### src/gpcc_pkg.sv
// Shared types and constants of the GNSS position cross-check.
package gpcc_pkg;

	localparam int unsigned COORD_W = 32;
	localparam int unsigned HEMI_W  = 8;
	localparam int unsigned TOL_W   = 20;

	localparam logic [TOL_W-1:0] TOL_RESET = 20'd100;

	// Sentence source codes.
	localparam logic [1:0] SRC_GGA     = 2'd0;
	localparam logic [1:0] SRC_GLL     = 2'd1;
	localparam logic [1:0] SRC_RMC     = 2'd2;
	localparam logic [1:0] SRC_INVALID = 2'd3;

	// Pair codes reported with each result.
	localparam logic [1:0] PAIR_GGA_GLL = 2'd0;
	localparam logic [1:0] PAIR_GGA_RMC = 2'd1;
	localparam logic [1:0] PAIR_GLL_RMC = 2'd2;
	localparam logic [1:0] PAIR_NONE    = 2'd3;

	typedef struct packed {
		logic signed [COORD_W-1:0] lat;
		logic signed [COORD_W-1:0] lon;
		logic [HEMI_W-1:0]         lat_h;
		logic [HEMI_W-1:0]         lon_h;
	} report_t;

endpackage

### src/gpcc_in_if.sv
// Input channel carrying one tagged position report per beat.
interface gpcc_in_if;
	logic                                    valid;
	logic                                    ready;
	logic [1:0]                              func;
	logic signed [gpcc_pkg::COORD_W-1:0]     latitude;
	logic signed [gpcc_pkg::COORD_W-1:0]     longitude;
	logic [gpcc_pkg::HEMI_W-1:0]             lat_hemisphere;
	logic [gpcc_pkg::HEMI_W-1:0]             lon_hemisphere;

	modport source (output valid, func, latitude, longitude, lat_hemisphere, lon_hemisphere,
		input ready);
	modport sink (input valid, func, latitude, longitude, lat_hemisphere, lon_hemisphere,
		output ready);
endinterface

### src/gpcc_out_if.sv
// Result channel carrying the held fix and check status per beat.
interface gpcc_out_if;
	logic                                    valid;
	logic                                    ready;
	logic                                    fix_updated;
	logic [1:0]                              pair_used;
	logic signed [gpcc_pkg::COORD_W-1:0]     fix_latitude;
	logic signed [gpcc_pkg::COORD_W-1:0]     fix_longitude;
	logic [gpcc_pkg::HEMI_W-1:0]             fix_lat_hemisphere;
	logic [gpcc_pkg::HEMI_W-1:0]             fix_lon_hemisphere;
	logic                                    bad_source;

	modport source (output valid, fix_updated, pair_used, fix_latitude, fix_longitude,
		fix_lat_hemisphere, fix_lon_hemisphere, bad_source, input ready);
	modport sink (input valid, fix_updated, pair_used, fix_latitude, fix_longitude,
		fix_lat_hemisphere, fix_lon_hemisphere, bad_source, output ready);
endinterface

### src/gpcc_pair_match.sv
// Agreement test between two stored position reports.
module gpcc_pair_match (
	input  gpcc_pkg::report_t                 a,
	input  gpcc_pkg::report_t                 b,
	input  logic [gpcc_pkg::TOL_W-1:0]        tol,
	output logic                              agree
);

	localparam int unsigned DW = gpcc_pkg::COORD_W + 1;

	logic signed [DW-1:0] lat_d;
	logic signed [DW-1:0] lon_d;
	logic [DW-1:0]        lat_abs;
	logic [DW-1:0]        lon_abs;
	logic [DW-1:0]        tol_x;
	logic                 all_zero;

	// Differences are exact at one extra bit; the magnitude of the most
	// negative difference still fits as an unsigned value of the same width.
	assign lat_d = DW'(a.lat) - DW'(b.lat);
	assign lon_d = DW'(a.lon) - DW'(b.lon);
	assign lat_abs = lat_d[DW-1] ? DW'(-lat_d) : DW'(lat_d);
	assign lon_abs = lon_d[DW-1] ? DW'(-lon_d) : DW'(lon_d);
	assign tol_x = DW'(tol);

	assign all_zero = (a.lat == '0) && (a.lon == '0) && (b.lat == '0) && (b.lon == '0);

	assign agree = !all_zero && (lat_abs < tol_x) && (lon_abs < tol_x) &&
		(a.lat_h == b.lat_h) && (a.lon_h == b.lon_h);

endmodule

### src/gnss_position_cross_check.sv
// Top level of the GNSS position cross-check.
//
//  channel  direction  beat contents
//  rpt      in         func, latitude, longitude, lat/lon hemisphere bytes
//  res      out        fix_updated, pair_used, held fix, bad_source
//  cfg      in         cfg_we, cfg_wdata (match tolerance, 20 bits)
//
// Each report is registered at the input, then checked combinationally against the
// stored reports and written to the result register, so a beat can be taken every
// cycle while results are taken. A result is offered once its report has passed the
// input register and the check into the result register.
// While a result waits, the input register takes at most one more beat and then
// holds off the input until the result is taken.
// Reset clears the stored reports, the held fix and sets the tolerance to 100.
module gnss_position_cross_check (
	input  logic                             clk,
	input  logic                             arst_n,
	input  logic                             cfg_we,
	input  logic [gpcc_pkg::TOL_W-1:0]       cfg_wdata,
	gpcc_in_if.sink                          rpt,
	gpcc_out_if.source                       res
);

	logic [gpcc_pkg::TOL_W-1:0] tol_q;

	logic                       v_s1;
	logic [1:0]                 func_s1;
	gpcc_pkg::report_t          item_s1;

	gpcc_pkg::report_t          gga_q;
	gpcc_pkg::report_t          gll_q;
	gpcc_pkg::report_t          fix_q;

	logic                       res_valid_q;
	logic                       res_updated_q;
	logic [1:0]                 res_pair_q;
	logic                       res_bad_q;

	logic                       adv;
	logic                       ag_gga_gll;
	logic                       ag_gga_rmc;
	logic                       ag_gll_rmc;
	logic [1:0]                 pair_c;
	gpcc_pkg::report_t          fix_c;

	assign adv       = v_s1 && (!res_valid_q || res.ready);
	assign rpt.ready = !v_s1 || adv;

	always_ff @(posedge clk or negedge arst_n) begin
		if (!arst_n) begin
			tol_q <= gpcc_pkg::TOL_RESET;
		end else if (cfg_we) begin
			tol_q <= cfg_wdata;
		end
	end

	// Input register.
	always_ff @(posedge clk or negedge arst_n) begin
		if (!arst_n) begin
			v_s1 <= 1'b0;
		end else if (rpt.ready) begin
			v_s1 <= rpt.valid;
		end
	end

	always_ff @(posedge clk) begin
		if (rpt.valid && rpt.ready) begin
			func_s1       <= rpt.func;
			item_s1.lat   <= rpt.latitude;
			item_s1.lon   <= rpt.longitude;
			item_s1.lat_h <= rpt.lat_hemisphere;
			item_s1.lon_h <= rpt.lon_hemisphere;
		end
	end

	// The RMC member of a check is the report being processed.
	gpcc_pair_match u_gga_gll (.a(gga_q), .b(gll_q),   .tol(tol_q), .agree(ag_gga_gll));
	gpcc_pair_match u_gga_rmc (.a(gga_q), .b(item_s1), .tol(tol_q), .agree(ag_gga_rmc));
	gpcc_pair_match u_gll_rmc (.a(gll_q), .b(item_s1), .tol(tol_q), .agree(ag_gll_rmc));

	always_comb begin
		pair_c = gpcc_pkg::PAIR_NONE;
		fix_c  = fix_q;
		if (func_s1 == gpcc_pkg::SRC_RMC) begin
			if (ag_gga_gll) begin
				pair_c = gpcc_pkg::PAIR_GGA_GLL;
				fix_c  = gga_q;
			end else if (ag_gga_rmc) begin
				pair_c = gpcc_pkg::PAIR_GGA_RMC;
				fix_c  = gga_q;
			end else if (ag_gll_rmc) begin
				pair_c = gpcc_pkg::PAIR_GLL_RMC;
				fix_c  = gll_q;
			end
		end
	end

	// Stored reports and held fix change only when a beat moves to the result.
	// An RMC report is only ever checked as the report in flight, so it is not kept.
	always_ff @(posedge clk or negedge arst_n) begin
		if (!arst_n) begin
			gga_q <= '0;
			gll_q <= '0;
			fix_q <= '0;
		end else if (adv) begin
			case (func_s1)
				gpcc_pkg::SRC_GGA: gga_q <= item_s1;
				gpcc_pkg::SRC_GLL: gll_q <= item_s1;
				default: ;
			endcase
			fix_q <= fix_c;
		end
	end

	// Result register.
	always_ff @(posedge clk or negedge arst_n) begin
		if (!arst_n) begin
			res_valid_q <= 1'b0;
		end else if (adv) begin
			res_valid_q <= 1'b1;
		end else if (res.ready) begin
			res_valid_q <= 1'b0;
		end
	end

	always_ff @(posedge clk) begin
		if (adv) begin
			res_pair_q    <= pair_c;
			res_updated_q <= (pair_c != gpcc_pkg::PAIR_NONE);
			res_bad_q     <= (func_s1 == gpcc_pkg::SRC_INVALID);
		end
	end

	assign res.valid              = res_valid_q;
	assign res.fix_updated        = res_updated_q;
	assign res.pair_used          = res_pair_q;
	assign res.fix_latitude       = fix_q.lat;
	assign res.fix_longitude      = fix_q.lon;
	assign res.fix_lat_hemisphere = fix_q.lat_h;
	assign res.fix_lon_hemisphere = fix_q.lon_h;
	assign res.bad_source         = res_bad_q;

endmodule

### src/flat_wrapper.sv
// flat-port wrapper written by rule: the top's interface ports become plain ports
module gnss_position_cross_check_flat 
  (clk, arst_n, cfg_we, cfg_wdata, rpt_valid, rpt_func, rpt_latitude, rpt_longitude, rpt_lat_hemisphere, rpt_lon_hemisphere, rpt_ready, res_valid, res_fix_updated, res_pair_used, res_fix_latitude, res_fix_longitude, res_fix_lat_hemisphere, res_fix_lon_hemisphere, res_bad_source, res_ready);
  gpcc_in_if rpt_i ();
  gpcc_out_if res_i ();
  input  logic clk;
  input  logic arst_n;
  input  logic cfg_we;
  input  logic [gpcc_pkg::TOL_W-1:0] cfg_wdata;
  input wire logic [$bits(rpt_i.valid)-1:0] rpt_valid;
  input wire logic [$bits(rpt_i.func)-1:0] rpt_func;
  input wire logic [$bits(rpt_i.latitude)-1:0] rpt_latitude;
  input wire logic [$bits(rpt_i.longitude)-1:0] rpt_longitude;
  input wire logic [$bits(rpt_i.lat_hemisphere)-1:0] rpt_lat_hemisphere;
  input wire logic [$bits(rpt_i.lon_hemisphere)-1:0] rpt_lon_hemisphere;
  output wire logic [$bits(rpt_i.ready)-1:0] rpt_ready;
  output wire logic [$bits(res_i.valid)-1:0] res_valid;
  output wire logic [$bits(res_i.fix_updated)-1:0] res_fix_updated;
  output wire logic [$bits(res_i.pair_used)-1:0] res_pair_used;
  output wire logic [$bits(res_i.fix_latitude)-1:0] res_fix_latitude;
  output wire logic [$bits(res_i.fix_longitude)-1:0] res_fix_longitude;
  output wire logic [$bits(res_i.fix_lat_hemisphere)-1:0] res_fix_lat_hemisphere;
  output wire logic [$bits(res_i.fix_lon_hemisphere)-1:0] res_fix_lon_hemisphere;
  output wire logic [$bits(res_i.bad_source)-1:0] res_bad_source;
  input wire logic [$bits(res_i.ready)-1:0] res_ready;
  assign rpt_i.valid = rpt_valid;
  assign rpt_i.func = rpt_func;
  assign rpt_i.latitude = rpt_latitude;
  assign rpt_i.longitude = rpt_longitude;
  assign rpt_i.lat_hemisphere = rpt_lat_hemisphere;
  assign rpt_i.lon_hemisphere = rpt_lon_hemisphere;
  assign rpt_ready = rpt_i.ready;
  assign res_valid = res_i.valid;
  assign res_fix_updated = res_i.fix_updated;
  assign res_pair_used = res_i.pair_used;
  assign res_fix_latitude = res_i.fix_latitude;
  assign res_fix_longitude = res_i.fix_longitude;
  assign res_fix_lat_hemisphere = res_i.fix_lat_hemisphere;
  assign res_fix_lon_hemisphere = res_i.fix_lon_hemisphere;
  assign res_bad_source = res_i.bad_source;
  assign res_i.ready = res_ready;
  gnss_position_cross_check u_core (.clk(clk), .arst_n(arst_n), .cfg_we(cfg_we), .cfg_wdata(cfg_wdata), .rpt(rpt_i), .res(res_i));
endmodule
### config.mk
export PLATFORM = sky130hd
export DESIGN_NAME = gnss_position_cross_check_flat
export DESIGN_NICKNAME = d
export VERILOG_FILES = /design/src/gpcc_pkg.sv /design/src/gpcc_in_if.sv /design/src/gpcc_out_if.sv /design/src/gpcc_pair_match.sv /design/src/gnss_position_cross_check.sv /design/src/flat_wrapper.sv
export SDC_FILE = /design/constraint.sdc
export NUM_CORES = 1
export LEC_CHECK = 0
export BUFFER_PORTS_ARGS = -buffer_cell sky130_fd_sc_hd__buf_2
export CAP_MARGIN = 15
export CORE_MARGIN = 2
export CORE_UTILIZATION = 29
export CTS_CLUSTER_SIZE = 8
export DETAILED_ROUTE_END_ITERATION = 10
export PLACE_DENSITY = 0.54
export SYNTH_ARGS = -nofsm -noshare
export SYNTH_HDL_FRONTEND = slang
export SYNTH_SLANG_ARGS = --single-unit
### constraint.sdc
create_clock -name clk -period 7 [get_ports clk]
set_input_delay 0.7 -clock clk [delete_from_list [all_inputs] [get_ports clk]]
set_output_delay 0.7 -clock clk [all_outputs]
set_load 0.1 [all_outputs]
Word level (Yosys, flattened, before mapping). Cells that the tools add are included.

Register bits after elaboration: 348. Bits of input ports: 107. Output and inout bits: 86. Word-level logic and storage cells: 107.

Add/subtract/negate cells: 12. Magnitude comparators: 6. Equal/unequal tests: 10. Muxes and demuxes: 15. Reduce and logical (&&, ||, !) cells: 41.

Operators with widths (number): 80-bit 2-to-1 mux (3); 33-bit by 20-bit less-than comparator with 1-bit output (6); 33-bit 2-to-1 mux (6); 33-bit negation (6); 32-bit by 32-bit subtractor with 33-bit output (6); 32-bit logical NOT (6); 8-bit == test (6); 1-bit logical AND (22); 2-bit 2-to-1 mux (3); 1-bit logical NOT (5); 2-bit == test, second input constant (2); 2-bit AND reduction (2); 1-bit 2-to-1 mux (3); 3-bit AND reduction (1); 3-bit nonzero test (1); 2-bit by 1-bit == test with 1-bit output, second input constant (1); 2-bit logical NOT (1); 1-bit logical OR (2); 2-bit inequality test, second input constant (1); 2-bit nonzero test (1).

Longest topological paths before layout.
Word-level depth: 14. Mapped depth: 33. Mapped depth without buffers: 29.

Hierarchy. From an unflattened synthesis, not the netlist that was laid out.

Cell total of the unflattened synthesis: 4120. Area, all modules: 36034.6 um2.

Modules (own cells, without submodules): gnss_position_cross_check (instances 1, cells each 741, area an instance 13326.5 um2, seq. area each 9142.5 um2); gpcc_pair_match (u_core.u_gga_rmc) (instances 1, cells each 1145, area an instance 7701.1 um2, seq. area each 0.0 um2); gpcc_pair_match (u_core.u_gll_rmc) (instances 1, cells each 1119, area an instance 7606.0 um2, seq. area each 0.0 um2); gpcc_pair_match (u_core.u_gga_gll) (instances 1, cells each 1115, area an instance 7400.8 um2, seq. area each 0.0 um2).

Worst setup path before layout. No wires, ideal clock.

Kind: reg-to-reg. Start: register u_core.item_s1[65] (netlist bit). End: register u_core.fix_q (netlist bit u_core.res.fix_lat_hemisphere[0]). Setup time: 0.128 ns. Arrival: 6.882 ns. Data required time: 6.872 ns. Setup slack: -0.010 ns. Cell stages (with the launch flop): 32. Buffers on the path: 5. Period minus slack after synthesis: 7.010 ns. Path through: edfxtp_1 > inv_1 > ha_1 > clkbuf_1 > a21oi_1 > o21ai_0 > o21a_1 > or4b_1 > o221ai_1 > a21oi_1 > o22ai_1 > clkbuf_1 > clkbuf_1 > o21ai_0 > xnor2_1 > ha_1 > a21o_1 > a211oi_1 > nand2_1 > o211ai_1 > a21boi_0 > o21ai_0 > o21ai_0 > nand3_1 > o21ai_0 > or4_1 > nor4_1 > or2_2 > buf_2 > buf_2 > mux2_2 > mux2_1.

Cells in the longest elaborated chain, start to end: 10. Elaborated cells on any way between the ends: 27. Classes of those cells: add/sub (4); order compare (2); mux (4); reduce/logical (17).

RTL lines: from (decl) (RTL line gnss_position_cross_check.sv:28) `gpcc_pkg::report_t item_s1;`; 32-bit by 32-bit subtractor with 33-bit output or 32-bit logical NOT (tied branches) (RTL line gpcc_pair_match.sv:20, gpcc_pair_match.sv:26); 33-bit negation or 1-bit logical AND (tied branches) (RTL line gpcc_pair_match.sv:22, gpcc_pair_match.sv:26); 33-bit 2-to-1 mux or 1-bit logical AND (tied branches) (RTL line gpcc_pair_match.sv:22, gpcc_pair_match.sv:26); 33-bit by 20-bit less-than comparator with 1-bit output or 1-bit logical NOT (tied branches) (RTL line gpcc_pair_match.sv:28) `assign agree = !all_zero && (lat_abs < tol_x) && (lon_abs < tol_x) &&`; 1-bit logical AND (3 in series) (RTL line gpcc_pair_match.sv:28); 1-bit logical AND (RTL line gpcc_pair_match.sv:29) `(a.lat_h == b.lat_h) && (a.lon_h == b.lon_h);`; 3-bit nonzero test (no source line) or 80-bit 2-to-1 mux (tied branches); 3-bit AND reduction (no source line) or 80-bit 2-to-1 mux (tied branches); to (signal assigned) (RTL line gnss_position_cross_check.sv:111) `fix_q <= fix_c;`; to (decl) (RTL line gnss_position_cross_check.sv:32) `gpcc_pkg::report_t fix_q;`.

Parallel ways exist; a longest one is shown, timed or not. A chain may end at the register's enable or synchronous reset.

Worst setup path after layout.
Start: register u_core.gga_q[48] (netlist bit). End: register u_core.fix_q (netlist bit u_core.res.fix_longitude[6]).

Cells in the longest elaborated chain, start to end: 11. Elaborated cells on any way between the ends: 28. Classes of those cells: add/sub (4); order compare (2); mux (4); reduce/logical (18).

RTL lines: from (decl) (RTL line gnss_position_cross_check.sv:30) `gpcc_pkg::report_t gga_q;`; from (signal assigned) (RTL line gnss_position_cross_check.sv:107) `gpcc_pkg::SRC_GGA: gga_q <= item_s1;`; branches (longest 11 deep; another with 32-bit by 32-bit subtractor with 33-bit output).

Several ways; the timed one is not identified.

==> out/metrics.cfg <==
[final_layout]
area_growth_syn_to_layout_pct = 32.4
final_area_um2 = 45500
drive_gt1_share_pct = 28.4
num-nets-final = 5409

[clock_network]
clk_latency_ns = 0.64
cts.sinks = 348
cts_root_buf = clkbuf_16
cts_inserted_buffers = 52
cts.reportedPaths.clkPinSlew_ns = 0.05
cts.path.max_buffers = 3
tritoncts = yes
cts_max_level = 2

[pwr]
p_leak_nw = 20.2
finalPower_mw = 18.9
powerDensity_nw_per_um2 = 415
ir_worst_vdd_v = 0.000203

[synthesis]
synth_cell_types = 88
synth-simple-area-share_pct = 18.7
synth_fa_ha_area_share_pct = 11.7
synth.largest_area_cell = dfrtp_1
yosys.area.top_type_share_pct = 18.9
netlist_area_um2 = 34300
synthMostInstantiatedCell = o21ai_0
synth_area_leaders = dfrtp_1 19%, ha_1 11%, edfxtp_1 7.5%, o21ai_0 6.0%, mux2_2 5.8%
synthCells = 4115
async_flop_share_pct = 75.3
syn_area_per_cell_um2 = 8.34
synthFlopType = dfrtp_1
synth_warnings = 0
yosys.area_share.xor_xnor_pct = 7.25
synth_top_family_by_area = compound AO/OA/AOI/OAI gates
synth_edf_count = 86
muxShareOfSynthArea_pct = 6.89
synth_compound_area_share_pct = 24.3
ys_ff_latch = 348
yosysSeqAreaShare_pct = 26.6
synthTopCellsByCount = 411 x o21ai_0, 353 x nand2_1, 312 x ha_1
syn_nets = 4540

[setup_path]
reg2reg_from = u_core.gga_q[48]
cp_top_family = compound AO/OA/AOI/OAI gates
crit_path_frequent_cell = buf_12
endpoint_kind = register
critPathKind = register to register
regToRegSetupSlack_ns = -0.08
worstRegToRegCells = 32
slowest_delay_ns = 0.51
cpMaxStageDelayCell = or4_4
crit_fanout = 8
start_kind = register
arrival_ns = 7.59
critPathLaunch = u_core.gga_q[48]
cp.required_ns = 7.51
crit_buf_inv = 9
r2r_end = u_core.res.fix_longitude[6]

[detailed_routing]
avgViaCountPerCell = 5.52
drt_iter0_drc = 3419
vias = 36200
antenna_left = 0
drt-total-wl_um = 149000
drc = 0
avgRoutedWirePerCell_um = 22.8
dr.pass1.iters = 9

[floorplan]
dieArea_um2 = 121000
initial_core_util_pct = 29.2
die_x_um = 348
die_height_um = 348
io_pins = 193
core_area_um2 = 118000
rows = 126

[sta]
slew_headroom_pct = 9.94
hold_violations = 0
max_freq_mhz = 141
finalSetupViolations = 40
finalMaxSlewViolations = 0
setup_slack_ns = -0.0790
clock_skew_ns = 0.0295
setup_tns_ns = -1.25
period_needed_ns = 7.08
rsz0062_at_grt = yes
fin_crit_sh_pct = 101
worstMarginPinSlew_ns = 1.33

[job]
drv_cap = 0

[placement]
gp_congestion = 0.991
hpwl_um = 120000
post_dp_cell_area_um2 = 42200
portBuffers = 192

[worst_hold_path]
hp-class = input pin to register
hp-start = rpt_latitude[31]
whs_path_depth = 1
whs_endpoint = u_core.item_s1[79]

[run_status]
status = complete, but fails checks
violations = setup timing

[global_route]
first_global_vias = 33900
antenna_found_initial = 12
grt_usage_pct = 23.6
grt_overflow = 0
grt_max_degree = 144
grt_pass1_wl_um = 218000

[per-layer routing]
layer,vias to the layer above,wire [um],track usage [%]
met5,-,209,0
met4,12,7380,10.0
met3,276,9510,3.25
met2,1297,64900,36.9
met1,17500,67500,32.6
li1,17100,-,-
[flip-flops by register name, summed over array words and instances, names as in the netlist, 2 cells and up]
signal / flops
u_core.func_s1: 2
u_core.res.fix_lat_hemisphere: 8
u_core.tol_q: 20
u_core.item_s1: 80
u_core.res.fix_lon_hemisphere: 8
u_core.gga_q: 80
u_core.res.fix_longitude: 32
u_core.res.fix_latitude: 32
u_core.res.pair_used: 2
u_core.gll_q: 80
[what timing repair did]
| item | in CTS | in global routing |
|---|---|---|
| hold buffers | 1 | 0 |
| endpoints found under the hold margin | 13 | 0 |
| setup buffers | 37 | 16 |
| resized for setup | 119 | 132 |
| setup endpoints to repair | 81 | 81 |
| pin swaps | 43 | 38 |
| cloned | 4 | 7 |
[worst max-delay path by stage]
stage	end	cells past startpoint
detailed placement	u_core.res.fix_longitude[6]	30
finish	u_core.res.fix_longitude[6]	32
floorplan	u_core.res.fix_lat_hemisphere[0]	33
CTS	u_core.res.fix_lon_hemisphere[3]	35
global placement	u_core.res.fix_longitude[18]	28
global route	u_core.res.fix_longitude[6]	32
[cells in the final DEF (no fill, tap or decap), types with 18 or more instances in the layout]
cell type and instances:
nand4_1 90, a211o_1 22, a21o_1 93, ha_1 303
xnor2_1 192, a21boi_0 19, buf_4 751, mux2_4 36
inv_1 209, xor2_1 88, nor4_1 81, dfrtp_1 259
nand3_1 80, buf_12 20, edfxtp_1 86, nor3_1 74
o21ai_1 31, o2111ai_1 18, clkbuf_1 24, a31oi_1 30
nor2b_1 28, or2_2 18, a21oi_1 270, and2_1 35
nor2_1 245, or3_1 35, a211oi_1 44, nand2b_1 40
clkbuf_16 59, o21a_1 67, mux2_2 159, nand2_1 351
buf_2 192, o21ai_0 380, o211ai_1 54, and3_1 42
o31ai_1 26
[power by group]
part | leakage [nW] | switching [mW] | internal, mW
logic | 15.3 | 7.61 | 6.04
clock network | 0.761 | 1.00 | 1.48
registers | 4.14 | 0.364 | 2.38
total | 20.2 | 8.98 | 9.89
[layout make-up]
type | count | area (um2)
inverters | 213 | 802
well taps | 1536 | 1920
clock inverters | 6 | 85.1
flip-flops and latches | 348 | 9140
fillers | 11900 | 72300
repair buffers | 989 | 7460
clock buffers | 82 | 1490
multi-input cells | 3380 | 24600
diodes | 3 | 7.51
[metrics by stage]
step	hold WS [ns]	util (%)	instances	setup WS [ns]
after floorplan	0.404	-	4115	0.00758
after global placement	0.470	35.9	6402	-0.464
after detailed placement	0.475	35.9	6402	-0.556
after CTS	0.208	37.9	6532	-0.00633
after global routing	0.219	38.6	6556	-0.311
final	0.238	38.6	6557	-0.0790
[cell families (layout without fill, tap and decap cells)]
kind of cell,after synthesis,count (layout)
DFF,348,348
and+or+nand+nor,1261,1261
xor gates and xnor gates,284,284
AOI/OAI and AO/OA,1305,1305
muxes,212,212
other,0,3
buffers and inverters,387,1290
adders and majority gates,318,318
(Power assumes the default switching activity.)
